==> src/rtl/core/lkx_pkg.sv <==
// ============================================================================
// lkx_pkg: shared types and constants of the LCG keystream XOR cipher
// Holds the arithmetic constants, the result status codes and the command
// and status bundles between the controller and the datapath.
// ============================================================================
package lkx_pkg;

    // Hash, mixer and generator constants.
    localparam logic [63:0] HASH_INIT = 64'd5381;
    localparam logic [63:0] LCG_MUL   = 64'd6364136223846793005;
    localparam logic [63:0] LCG_ADD   = 64'd1442695040888963407;
    localparam logic [63:0] MIX_K1    = 64'hff51afd7ed558ccd;
    localparam logic [63:0] MIX_K2    = 64'hc4ceb9fe1a85ec53;
    localparam int unsigned MIX_SHIFT = 33;

    // Result status codes.
    typedef enum logic [1:0] {
        ST_DATA_DONE = 2'd0,
        ST_KEY_BYTE  = 2'd1,
        ST_KEY_DONE  = 2'd2,
        ST_REJECT    = 2'd3
    } status_t;

    // Constant operand of the shared multiplier.
    typedef enum logic [1:0] {
        KSEL_LCG  = 2'd0,
        KSEL_MIX1 = 2'd1,
        KSEL_MIX2 = 2'd2
    } ksel_t;

    // Product accumulator operation.
    typedef enum logic [1:0] {
        ACC_HOLD   = 2'd0,
        ACC_LOAD   = 2'd1,
        ACC_ADD_HI = 2'd2
    } acc_op_t;

    // Commands from the controller to the datapath.
    typedef struct packed {
        logic    item_load;
        logic    hash_absorb;
        logic    hash_finish;
        logic    w_load_lcg;
        logic    w_load_mix;
        logic    mul_a_hi;
        logic    mul_b_hi;
        ksel_t   k_sel;
        acc_op_t acc_op;
        logic    key_commit;
        logic    data_commit;
        logic    res_load;
        status_t res_status;
        logic    out_load;
    } lkx_cmd_t;

    // Status from the datapath to the controller.
    typedef struct packed {
        logic item_mode;
        logic item_last;
        logic key_ready;
    } lkx_stat_t;

endpackage

==> src/rtl/core/lkx_if.sv <==
// ============================================================================
// lkx_if: transaction channels of the LCG keystream XOR cipher
// Input channel carries one byte with its mode and last marks; output
// channel carries the processed byte and its status.
// ============================================================================
interface lkx_in_if;
    logic       valid;
    logic       ready;
    logic       mode;
    logic [7:0] byte_in;
    logic       last;

    modport source (output valid, output mode, output byte_in, output last, input ready);
    modport sink   (input valid, input mode, input byte_in, input last, output ready);
endinterface

interface lkx_out_if;
    logic       valid;
    logic       ready;
    logic [7:0] byte_out;
    logic [1:0] status;

    modport source (output valid, output byte_out, output status, input ready);
    modport sink   (input valid, input byte_out, input status, output ready);
endinterface

==> src/rtl/core/lcg_keystream_xor_cipher.sv <==
// One transaction is in work at a time: a new input is taken only once the
// previous result has been handed to the output register. The shared 32x32
// multiplier builds each 64-bit constant product from three partial products
// (one product for data, two for the key finish).
// Reset clears the hash to 5381, seed, generator state and key flag to zero.
// ============================================================================
// lcg_keystream_xor_cipher: byte stream cipher keyed by a hashed key
// Absorbs key bytes into a multiply-by-33 hash, finishes it with a 64-bit
// mixer into the seed, and XORs data bytes with a 64-bit LCG keystream.
// ============================================================================
module lcg_keystream_xor_cipher (
    input  logic   clk,
    input  logic   rst_n,
    lkx_in_if.sink    in_ch,
    lkx_out_if.source out_ch
);

    lkx_pkg::lkx_cmd_t  cmd;
    lkx_pkg::lkx_stat_t stat;

    // Sequencer.
    lkx_ctrl u_ctrl (
        .clk       (clk),
        .rst_n     (rst_n),
        .in_valid  (in_ch.valid),
        .in_ready  (in_ch.ready),
        .out_valid (out_ch.valid),
        .out_ready (out_ch.ready),
        .stat      (stat),
        .cmd       (cmd)
    );

    // Hash, generator and multiplier.
    lkx_dp u_dp (
        .clk        (clk),
        .rst_n      (rst_n),
        .cmd        (cmd),
        .stat       (stat),
        .in_mode    (in_ch.mode),
        .in_byte    (in_ch.byte_in),
        .in_last    (in_ch.last),
        .out_byte   (out_ch.byte_out),
        .out_status (out_ch.status)
    );

endmodule

==> src/rtl/core/lkx_dp.sv <==
// ============================================================================
// lkx_dp: datapath of the LCG keystream XOR cipher
// Holds the key hash, seed, generator state and a shared 32x32 multiplier
// that builds each 64-bit constant product from three partial products.
// ============================================================================
module lkx_dp (
    input  logic               clk,
    input  logic               rst_n,
    input  lkx_pkg::lkx_cmd_t  cmd,
    output lkx_pkg::lkx_stat_t stat,
    input  logic               in_mode,
    input  logic [7:0]         in_byte,
    input  logic               in_last,
    output logic [7:0]         out_byte,
    output logic [1:0]         out_status
);

    // Architectural state.
    logic [63:0] hash_reg,  hash_next;
    logic [63:0] seed_reg,  seed_next;
    logic [63:0] lcg_reg,   lcg_next;
    logic        key_ready_reg, key_ready_next;

    // Working registers.
    logic [63:0] w_reg,     w_next;
    logic [63:0] prod_reg,  prod_next;
    logic [63:0] acc_reg,   acc_next;
    logic        mode_reg;
    logic        last_reg;
    logic [7:0]  byte_reg;
    logic [7:0]  res_byte_reg;
    logic [1:0]  res_status_reg;
    logic [7:0]  out_byte_reg;
    logic [1:0]  out_status_reg;

    logic [63:0] hash_absorbed;
    logic [63:0] acc_mixed;
    logic [63:0] lcg_stepped;
    logic [63:0] k_val;
    logic [31:0] mul_a;
    logic [31:0] mul_b;
    logic [7:0]  data_xored;

    // Hash absorb, output mixing steps and generator add.
    always_comb
    begin
        hash_absorbed = ((hash_reg << 5) + hash_reg) ^ {56'd0, byte_reg};
        acc_mixed     = acc_reg ^ (acc_reg >> lkx_pkg::MIX_SHIFT);
        lcg_stepped   = acc_reg + lkx_pkg::LCG_ADD;
        data_xored    = byte_reg ^ lcg_stepped[23:16];
    end

    // Shared multiplier operand selection.
    always_comb
    begin
        case (cmd.k_sel)
            lkx_pkg::KSEL_MIX1: k_val = lkx_pkg::MIX_K1;
            lkx_pkg::KSEL_MIX2: k_val = lkx_pkg::MIX_K2;
            default:            k_val = lkx_pkg::LCG_MUL;
        endcase
        mul_a     = cmd.mul_a_hi ? w_reg[63:32] : w_reg[31:0];
        mul_b     = cmd.mul_b_hi ? k_val[63:32] : k_val[31:0];
        prod_next = {32'd0, mul_a} * {32'd0, mul_b};
    end

    // Product accumulation modulo 2^64.
    always_comb
    begin
        case (cmd.acc_op)
            lkx_pkg::ACC_LOAD:   acc_next = prod_reg;
            lkx_pkg::ACC_ADD_HI: acc_next = {acc_reg[63:32] + prod_reg[31:0], acc_reg[31:0]};
            default:             acc_next = acc_reg;
        endcase
    end

    // Next values of the key, seed and generator state.
    always_comb
    begin
        hash_next      = hash_reg;
        seed_next      = seed_reg;
        lcg_next       = lcg_reg;
        key_ready_next = key_ready_reg;
        w_next         = w_reg;
        if (cmd.hash_finish)
        begin
            hash_next = lkx_pkg::HASH_INIT;
            w_next    = hash_absorbed ^ (hash_absorbed >> lkx_pkg::MIX_SHIFT);
        end
        else if (cmd.hash_absorb)
        begin
            hash_next = hash_absorbed;
        end
        if (cmd.w_load_lcg)
        begin
            w_next = lcg_reg;
        end
        if (cmd.w_load_mix)
        begin
            w_next = acc_mixed;
        end
        if (cmd.key_commit)
        begin
            seed_next      = acc_mixed;
            lcg_next       = acc_mixed;
            key_ready_next = 1'b1;
        end
        if (cmd.data_commit)
        begin
            lcg_next = last_reg ? seed_reg : lcg_stepped;
        end
    end

    // State registers.
    always_ff @(posedge clk or negedge rst_n)
    begin
        if (!rst_n)
        begin
            hash_reg      <= lkx_pkg::HASH_INIT;
            seed_reg      <= '0;
            lcg_reg       <= '0;
            key_ready_reg <= 1'b0;
        end
        else
        begin
            hash_reg      <= hash_next;
            seed_reg      <= seed_next;
            lcg_reg       <= lcg_next;
            key_ready_reg <= key_ready_next;
        end
    end

    // Payload registers.
    always_ff @(posedge clk)
    begin
        w_reg    <= w_next;
        prod_reg <= prod_next;
        acc_reg  <= acc_next;
        if (cmd.item_load)
        begin
            mode_reg <= in_mode;
            byte_reg <= in_byte;
            last_reg <= in_last;
        end
        if (cmd.res_load)
        begin
            res_byte_reg   <= cmd.data_commit ? data_xored : 8'd0;
            res_status_reg <= cmd.res_status;
        end
        if (cmd.out_load)
        begin
            out_byte_reg   <= res_byte_reg;
            out_status_reg <= res_status_reg;
        end
    end

    assign stat.item_mode = mode_reg;
    assign stat.item_last = last_reg;
    assign stat.key_ready = key_ready_reg;
    assign out_byte       = out_byte_reg;
    assign out_status     = out_status_reg;

endmodule

==> src/rtl/core/lkx_ctrl.sv <==
// ============================================================================
// lkx_ctrl: controller of the LCG keystream XOR cipher
// Sequences each transaction through decode and, for accepted data bytes and
// the last key byte, the constant multiplies and the commit step, then the output register.
// ============================================================================
module lkx_ctrl (
    input  logic               clk,
    input  logic               rst_n,
    input  logic               in_valid,
    output logic               in_ready,
    output logic               out_valid,
    input  logic               out_ready,
    input  lkx_pkg::lkx_stat_t stat,
    output lkx_pkg::lkx_cmd_t  cmd
);

    typedef enum logic [9:0] {
        S_IDLE     = 10'b0000000001,
        S_EXEC     = 10'b0000000010,
        S_MUL0     = 10'b0000000100,
        S_MUL1     = 10'b0000001000,
        S_MUL2     = 10'b0000010000,
        S_MUL3     = 10'b0000100000,
        S_MIX      = 10'b0001000000,
        S_FIN_KEY  = 10'b0010000000,
        S_FIN_DATA = 10'b0100000000,
        S_DONE     = 10'b1000000000
    } state_t;

    state_t              state_reg, state_next;
    lkx_pkg::ksel_t      ksel_reg,  ksel_next;
    logic                out_valid_reg, out_valid_next;

    // Next state and command decode.
    always_comb
    begin
        state_next     = state_reg;
        ksel_next      = ksel_reg;
        cmd            = '0;
        cmd.k_sel      = ksel_reg;
        cmd.acc_op     = lkx_pkg::ACC_HOLD;
        cmd.res_status = lkx_pkg::ST_DATA_DONE;
        in_ready       = 1'b0;
        unique case (state_reg)
            S_IDLE:
            begin
                in_ready      = 1'b1;
                cmd.item_load = in_valid;
                if (in_valid)
                begin
                    state_next = S_EXEC;
                end
            end
            S_EXEC:
            begin
                if (!stat.item_mode)
                begin
                    cmd.hash_absorb = 1'b1;
                    if (stat.item_last)
                    begin
                        cmd.hash_finish = 1'b1;
                        ksel_next       = lkx_pkg::KSEL_MIX1;
                        state_next      = S_MUL0;
                    end
                    else
                    begin
                        cmd.res_load   = 1'b1;
                        cmd.res_status = lkx_pkg::ST_KEY_BYTE;
                        state_next     = S_DONE;
                    end
                end
                else if (!stat.key_ready)
                begin
                    cmd.res_load   = 1'b1;
                    cmd.res_status = lkx_pkg::ST_REJECT;
                    state_next     = S_DONE;
                end
                else
                begin
                    cmd.w_load_lcg = 1'b1;
                    ksel_next      = lkx_pkg::KSEL_LCG;
                    state_next     = S_MUL0;
                end
            end
            // Low by low partial product.
            S_MUL0:
            begin
                state_next = S_MUL1;
            end
            // Take the low product; high by low partial product.
            S_MUL1:
            begin
                cmd.acc_op   = lkx_pkg::ACC_LOAD;
                cmd.mul_a_hi = 1'b1;
                state_next   = S_MUL2;
            end
            // Add the cross term; low by high partial product.
            S_MUL2:
            begin
                cmd.acc_op   = lkx_pkg::ACC_ADD_HI;
                cmd.mul_b_hi = 1'b1;
                state_next   = S_MUL3;
            end
            // Add the second cross term and pick the follow-up step.
            S_MUL3:
            begin
                cmd.acc_op = lkx_pkg::ACC_ADD_HI;
                case (ksel_reg)
                    lkx_pkg::KSEL_MIX1: state_next = S_MIX;
                    lkx_pkg::KSEL_MIX2: state_next = S_FIN_KEY;
                    default:            state_next = S_FIN_DATA;
                endcase
            end
            S_MIX:
            begin
                cmd.w_load_mix = 1'b1;
                ksel_next      = lkx_pkg::KSEL_MIX2;
                state_next     = S_MUL0;
            end
            S_FIN_KEY:
            begin
                cmd.key_commit = 1'b1;
                cmd.res_load   = 1'b1;
                cmd.res_status = lkx_pkg::ST_KEY_DONE;
                state_next     = S_DONE;
            end
            S_FIN_DATA:
            begin
                cmd.data_commit = 1'b1;
                cmd.res_load    = 1'b1;
                cmd.res_status  = lkx_pkg::ST_DATA_DONE;
                state_next      = S_DONE;
            end
            // Hand the result over once the output register is free.
            S_DONE:
            begin
                if (!out_valid_reg || out_ready)
                begin
                    cmd.out_load = 1'b1;
                    state_next   = S_IDLE;
                end
            end
            default:
            begin
                state_next = S_IDLE;
            end
        endcase
    end

    // Output register occupancy.
    always_comb
    begin
        out_valid_next = out_valid_reg;
        if (cmd.out_load)
        begin
            out_valid_next = 1'b1;
        end
        else if (out_ready)
        begin
            out_valid_next = 1'b0;
        end
    end

    always_ff @(posedge clk or negedge rst_n)
    begin
        if (!rst_n)
        begin
            state_reg     <= S_IDLE;
            ksel_reg      <= lkx_pkg::KSEL_LCG;
            out_valid_reg <= 1'b0;
        end
        else
        begin
            state_reg     <= state_next;
            ksel_reg      <= ksel_next;
            out_valid_reg <= out_valid_next;
        end
    end

    assign out_valid = out_valid_reg;

endmodule

==> src/flat_wrapper.sv <==
// flat-port wrapper written by rule: the top's interface ports become plain ports
module lcg_keystream_xor_cipher_flat 
  (clk, rst_n, in_ch_valid, in_ch_mode, in_ch_byte_in, in_ch_last, in_ch_ready, out_ch_valid, out_ch_byte_out, out_ch_status, out_ch_ready);
  lkx_in_if in_ch_i ();
  lkx_out_if out_ch_i ();
  input  logic clk;
  input  logic rst_n;
  input wire logic [$bits(in_ch_i.valid)-1:0] in_ch_valid;
  input wire logic [$bits(in_ch_i.mode)-1:0] in_ch_mode;
  input wire logic [$bits(in_ch_i.byte_in)-1:0] in_ch_byte_in;
  input wire logic [$bits(in_ch_i.last)-1:0] in_ch_last;
  output wire logic [$bits(in_ch_i.ready)-1:0] in_ch_ready;
  output wire logic [$bits(out_ch_i.valid)-1:0] out_ch_valid;
  output wire logic [$bits(out_ch_i.byte_out)-1:0] out_ch_byte_out;
  output wire logic [$bits(out_ch_i.status)-1:0] out_ch_status;
  input wire logic [$bits(out_ch_i.ready)-1:0] out_ch_ready;
  assign in_ch_i.valid = in_ch_valid;
  assign in_ch_i.mode = in_ch_mode;
  assign in_ch_i.byte_in = in_ch_byte_in;
  assign in_ch_i.last = in_ch_last;
  assign in_ch_ready = in_ch_i.ready;
  assign out_ch_valid = out_ch_i.valid;
  assign out_ch_byte_out = out_ch_i.byte_out;
  assign out_ch_status = out_ch_i.status;
  assign out_ch_i.ready = out_ch_ready;
  lcg_keystream_xor_cipher u_core (.clk(clk), .rst_n(rst_n), .in_ch(in_ch_i), .out_ch(out_ch_i));
endmodule
==> config.mk <==
export PLATFORM = sky130hd
export DESIGN_NAME = lcg_keystream_xor_cipher_flat
export DESIGN_NICKNAME = d
export VERILOG_FILES = /design/src/rtl/core/lkx_pkg.sv /design/src/rtl/core/lkx_if.sv /design/src/rtl/core/lcg_keystream_xor_cipher.sv /design/src/rtl/core/lkx_dp.sv /design/src/rtl/core/lkx_ctrl.sv /design/src/flat_wrapper.sv
export SDC_FILE = /design/constraint.sdc
export NUM_CORES = 2
export LEC_CHECK = 0
export BUFFER_PORTS_ARGS = -buffer_cell sky130_fd_sc_hd__buf_2
export CAP_MARGIN = 20
export CORE_MARGIN = 10
export CORE_UTILIZATION = 50
export CTS_CLUSTER_SIZE = 28
export DETAILED_ROUTE_END_ITERATION = 8
export GPL_TIMING_DRIVEN = 0
export PLACE_DENSITY_LB_ADDON = 0.08
export SLEW_MARGIN = 20
export SYNTH_ARGS = -nofsm -noshare
export SYNTH_HDL_FRONTEND = slang
export SYNTH_SLANG_ARGS = --single-unit
==> constraint.sdc <==
create_clock -name clk -period 12.2 [get_ports clk]
set_input_delay 3.66 -clock clk [delete_from_list [all_inputs] [get_ports clk]]
set_output_delay 3.66 -clock clk [all_outputs]
set_load 0.01 [all_outputs]
# Yosys cells after proc, flatten, opt, wreduce, memory -nomap -nowiden
# Cells that the tools add are included.
classes:
  add_sub_neg: 3
  multipliers: 1
  n_eq_ne: 18
  muxes: 44
  bitwise: 5
  n_reduce_logical: 13
op_table:
  columns: ["cell", "n"]
  rows:
  - ["64-bit 2-to-1 mux", 8]
  - ["64-bit case mux with 2 select lines", 2]
  - ["64-bit by 31-bit XOR with 64-bit output", 2]
  - ["10-bit case mux with 9 select lines", 1]
  - ["64-bit by 61-bit adder with 64-bit output, second input constant", 1]
  - ["64-bit adder", 1]
  - ["32-bit by 32-bit multiplier with 64-bit output", 1]
  - ["32-bit 2-to-1 mux", 2]
  - ["64-bit by 8-bit XOR with 64-bit output", 1]
  - ["10-bit 2-to-1 mux", 5]
  - ["32-bit adder", 1]
  - ["9-bit case mux with 2 select lines", 1]
  - ["1-bit 2-to-1 mux", 14]
  - ["3-bit 2-to-1 mux", 4]
  - ["10-bit by 1-bit equality test with 1-bit output, second input constant", 1]
  - ["10-bit equality test, second input constant", 1]
  - ["10-bit by 2-bit equality test with 1-bit output, second input constant", 1]
  - ["10-bit by 3-bit equality test with 1-bit output, second input constant", 1]
  - ["10-bit by 4-bit equality test with 1-bit output, second input constant", 1]
  - ["10-bit by 5-bit equality test with 1-bit output, second input constant", 1]
  - ["10-bit by 6-bit equality test with 1-bit output, second input constant", 1]
  - ["10-bit by 7-bit equality test with 1-bit output, second input constant", 1]
  - ["10-bit by 8-bit equality test with 1-bit output, second input constant", 1]
  - ["10-bit by 9-bit equality test with 1-bit output, second input constant", 1]
  - ["other kinds (16)", 30]
word_totals:
  register_bits: 428
  in_bits: 14
  output_inout_bits: 12
  word_cells: 102

# Logic depth before layout (Yosys ltp)
depth:
  word_depth: 6
  depth_mapped: 40
  mapped_depth_nobuf: 36

# Cells and area by module
# A second synthesis with hierarchy kept.
hier_totals:
  cells_unflattened: 5892
  area_unflattened_um2: 55351.8
modules_own_cells:
  columns: ["mod", "n_inst", "cells_per_inst", "area_each_um2", "seq_area_each_um2"]
  rows:
  - ["lkx_dp", 1, 5801, 54503.5, 10861.7]
  - ["lkx_ctrl", 1, 91, 848.3, 326.6]

# Worst setup path after synthesis
# OpenSTA, ideal clock, no wires.
synth_path:
  kind: "register to register"
  startpoint: "register u_core.u_ctrl.state_reg[6]"
  endpoint: "register u_core.u_dp.prod_reg[57]"
  setup_ns: 0.079
  arrival_ns: 9.638
  required_ns: 12.121
  slack_ns: 2.483
  path_stages_with_launch: 34
  n_path_buf: 5
  period_less_slack_ns: 9.717
  path_cell_list: "dfrtp_1 clkbuf_1 nor4_1 nand3_1 nor3b_1 buf_2 buf_1 mux2i_1 clkbuf_1 nor2_1 fa_1 fa_1 inv_1 fa_1 fa_1 fa_1 inv_1 fa_1 fa_1 inv_1 fa_1 inv_1 ha_1 clkbuf_1 a21oi_1 o21ai_0 a21oi_1 o21ai_0 a311o_1 o211ai_1 a21oi_1 o21ai_1 or4b_2 o211ai_1"
synth_via:
  elab_chain_len: 4
  word_cells_on_any_way: 7
  classes_between: "mul (1); eq/ne (2); mux (4)"
synth_rtl:
  columns: ["item", "line_no", "text"]
  rows:
  - ["start: declaration", "lkx_ctrl.sv:30", "state_t state_reg, state_next;"]
  - ["start signal: assignment", "lkx_ctrl.sv:174", "state_reg <= state_next;"]
  - ["10-bit by 4-bit equality test with 1-bit output or 10-bit by 5-bit equality test with 1-bit output (tied branches)", "lkx_ctrl.sv:44", "unique case (state_reg)"]
  - ["1-bit 2-to-1 mux", "lkx_ctrl.sv:44", null]
  - ["32-bit 2-to-1 mux, on equally long branches", "lkx_dp.sv:61, lkx_dp.sv:62", null]
  - ["32-bit by 32-bit multiplier with 64-bit output (*)", "lkx_dp.sv:63", "prod_next = {32'd0, mul_a} * {32'd0, mul_b};"]
  - ["net u_core.u_dp.prod_next[57]", "lkx_dp.sv:26", "logic [63:0] prod_reg, prod_next;"]
  - ["end signal: assignment", "lkx_dp.sv:136", "prod_reg <= prod_next;"]
  - ["end: declaration", "lkx_dp.sv:26", null]
# Mark *: on every way through the listed nets, which the timed path passes. The rest lies on a longest branch.
# A chain may end at the register's enable or synchronous reset.

# Final worst setup path
layout_path:
  startpoint: "register u_core.u_ctrl.state_reg[6]"
  endpoint: "register u_core.u_dp.prod_reg[62]"
# The elaborated chain is that of the path after synthesis.

==> results_dict.tcl <==
set metrics [dict create \
    hold_violations 0 \
    grt_pass1_vias 45200 \
    clock_latency_ns 0.63 \
    gp_congestion 1.09 \
    grt.overflow.total 0 \
    fillers 10300 \
    instances_no_fill 7549 \
    synth_commonest_cells "inv_1 (969), fa_1 (841), nor2_1 (633)" \
    first_iter_violations 5431 \
    area.growth.synth_to_final_pct 7.43 \
    period_minus_slack_ns 11.95 \
    ys.flop_type "dfrtp_1" \
    htree_levels 2 \
    ios 26 \
    hold_path.class "register to register" \
    cp_common_cell "fa_1" \
    cts_root_buf "clkbuf_16" \
    start_util_pct 50.5 \
    dieArea_um2 124000 \
    grt_max_degree 89 \
    syn_inst 5947 \
    fin_nets 7294 \
    final_core_util_pct 54.2 \
    yosysSeqAreaShare_pct 20.3 \
    cts.sinks 428 \
    crit_start "u_core.u_ctrl.state_reg[6]" \
    std_cell_rows 121 \
    whs_ns 0.419 \
    path_buf_inv 5 \
    wl_per_cell_um 30.3 \
    cp_max_fo 10 \
    crit_path_start_kind "register" \
    postRouteAntennaNets 0 \
    synth_largest_type_area_fraction_pct 30.6 \
    yosys_warnings 0 \
    path_class "register to register" \
    slew_headroom_pct 17.5 \
    dpl_cell_area_um2 57300 \
    reg2reg_to "u_core.u_dp.prod_reg[62]" \
    timing.final.crit_share_pct 97.9 \
    hpwl_um 193000 \
    critPathSlowestCell "clkbuf_1" \
    drcViolationCount 0 \
    vias 45800 \
    cts_tree "done" \
    synth.avg_cell_area_um2 9.27 \
    synth_cell_types 88 \
    fp.dieW_um 352 \
    synth_area_leaders "fa_1 (31%), ha_1 (9.3%), dfrtp_1 (9.1%), edfxtp_1 (8.6%), inv_1 (6.6%)" \
    crit_end "u_core.u_dp.prod_reg[62]" \
    cp.required_ns 12.72 \
    r2r-start "u_core.u_ctrl.state_reg[6]" \
    synth_largest_area_cell "fa_1" \
    synthesis.area_um2 55100 \
    rrSetupSlack_ns 0.25 \
    numCtsBuffers 48 \
    cp_top_family "adder cells" \
    place_inst 7458 \
    finalSetupViolCount 0 \
    async_reset_ff_share_pct 48.1 \
    grt_util_all_layers_pct 36.2 \
    grt_pass1_wl_um 326000 \
    fin_skew_ns 0.0273 \
    synth_edf_count 158 \
    layout-drive-gt1-share_pct 4.94 \
    viasPerCell 6.06 \
    status "completed" \
    worst-path-stages 29 \
    rsz0062_at_grt "false" \
    crit_path_max_incr_delay_ns 0.91 \
    crit_arrival_ns 12.47 \
    clockBufferDepth 3 \
    maxCapViolCount 0 \
    final_area_um2 59200 \
    maxSlewViolCount 0 \
    rr_worst_depth 29 \
    drt-pass1-iter-count 6 \
    routed_wl_um 228000 \
    endpoint_kind "register" \
    io_buffer_count 25 \
    synth_seq_cells 428 \
    die_y_um 352 \
    fmax_mhz 83.7 \
    coreArea_um2 109000 \
    min_from "u_core.u_dp.res_byte_reg[4]" \
    post_cts_buffers 0 \
    worstMarginPinSlew_ns 1.24 \
    clkSlewWorstSetupHoldPaths_ns 0.06 \
    syn_nets 7213 \
    antenna_found_initial 9 \
    synth.most_common_cell "inv_1" \
]
==> cells by family after synthesis <==
family	Yosys count	share of synthesized area, %
AND/OR/NAND/NOR	1637	13.1
adder cells (fa/ha/maj)	1253	39.9
buffers and inverters	1251	8.53
AO/OA/AOI/OAI	972	11.3
flip-flops	428	20.3
XOR/XNOR	292	4.69
multiplexers	114	2.21
==> per-stage QoR <==
| step | setup WS (ns) | TNS [ns] |
|---|---|---|
| 6_report | 0.255 | 0 |
| 5_1_grt | 0.0266 | 0 |
| 4_1_cts | 0.0219 | 0 |
| 3_5_place_dp | -0.841 | -4.95 |
| 3_3_place_gp | -0.835 | -4.61 |
| 2_1_floorplan | 2.48 | 0 |
==> timing repair <==
item	CTS	global route
setup endpoints to repair	20	9
cloned	0	0
resized for setup	19	73
hold buffers	0	0
==> per-layer routing <==
metal | wire [um] | vias to the layer above | global-route usage, %
met5 | 71 | - | 0
met4 | 11100 | 12 | 13.9
met3 | 30600 | 532 | 12.1
met2 | 93500 | 2733 | 51.2
met1 | 93200 | 23200 | 50.8
li1 | - | 19300 | -
==> placed cells by master (no fill, tap or decap), types with 23 or more instances in the layout <==
cell type,netlist,routed
inv_1,969,968
fa_1,841,841
nor2_1,633,632
nand2_1,549,548
ha_1,411,410
a21oi_1,284,284
clkbuf_1,256,233
o21ai_0,226,224
dfrtp_1,200,200
xnor2_1,198,198
edfxtp_1,158,158
a21o_1,97,97
xor2_1,92,92
nor3_1,90,90
dfxtp_1,64,64
mux2_2,60,60
nor2b_1,59,59
nand2b_1,56,56
o21a_1,56,55
nand3_1,51,51
clkbuf_16,0,51
o211ai_1,44,44
nand4_1,41,41
o21bai_1,38,38
mux2i_1,54,35
and2_1,37,35
a31oi_1,32,31
a22o_1,31,31
buf_2,5,30
a211oi_1,30,30
clkbuf_2,0,27
and3_1,25,25
or3_1,23,23
==> how the worst min path moves through the flow <==
stage | cells after the start | to | slack [ns]
finish | 0 | u_core.u_dp.out_byte[4] | 0.42
global route | 0 | u_core.u_dp.out_byte[6] | 0.43
CTS | 0 | u_core.u_dp.out_byte[4] | 0.42
detailed placement | 0 | u_core.u_dp.out_byte[4] | 0.41
global placement | 0 | u_core.u_dp.out_byte[6] | 0.40
floorplan | 0 | u_core.u_dp.out_byte[0] | 0.40
==> layout make-up <==
class                           instances  area [um^2]  area share, %
Buffer                                277         1110           1.87
Antenna cell                            5         12.5         0.0211
Inverter                              969         3640           6.14
Tap cell                             1476         1850           3.12
Clock inverter                         24          279          0.471
Multi-Input combinational cell       4268        39400           66.5
Timing Repair Buffer                   36          333          0.562
Sequential cell                       428        11200           18.9
Clock buffer                           66         1400           2.37
Power is not shown: default switching activity piles up to over one toggle a cycle in this logic, so the estimate is an artifact.
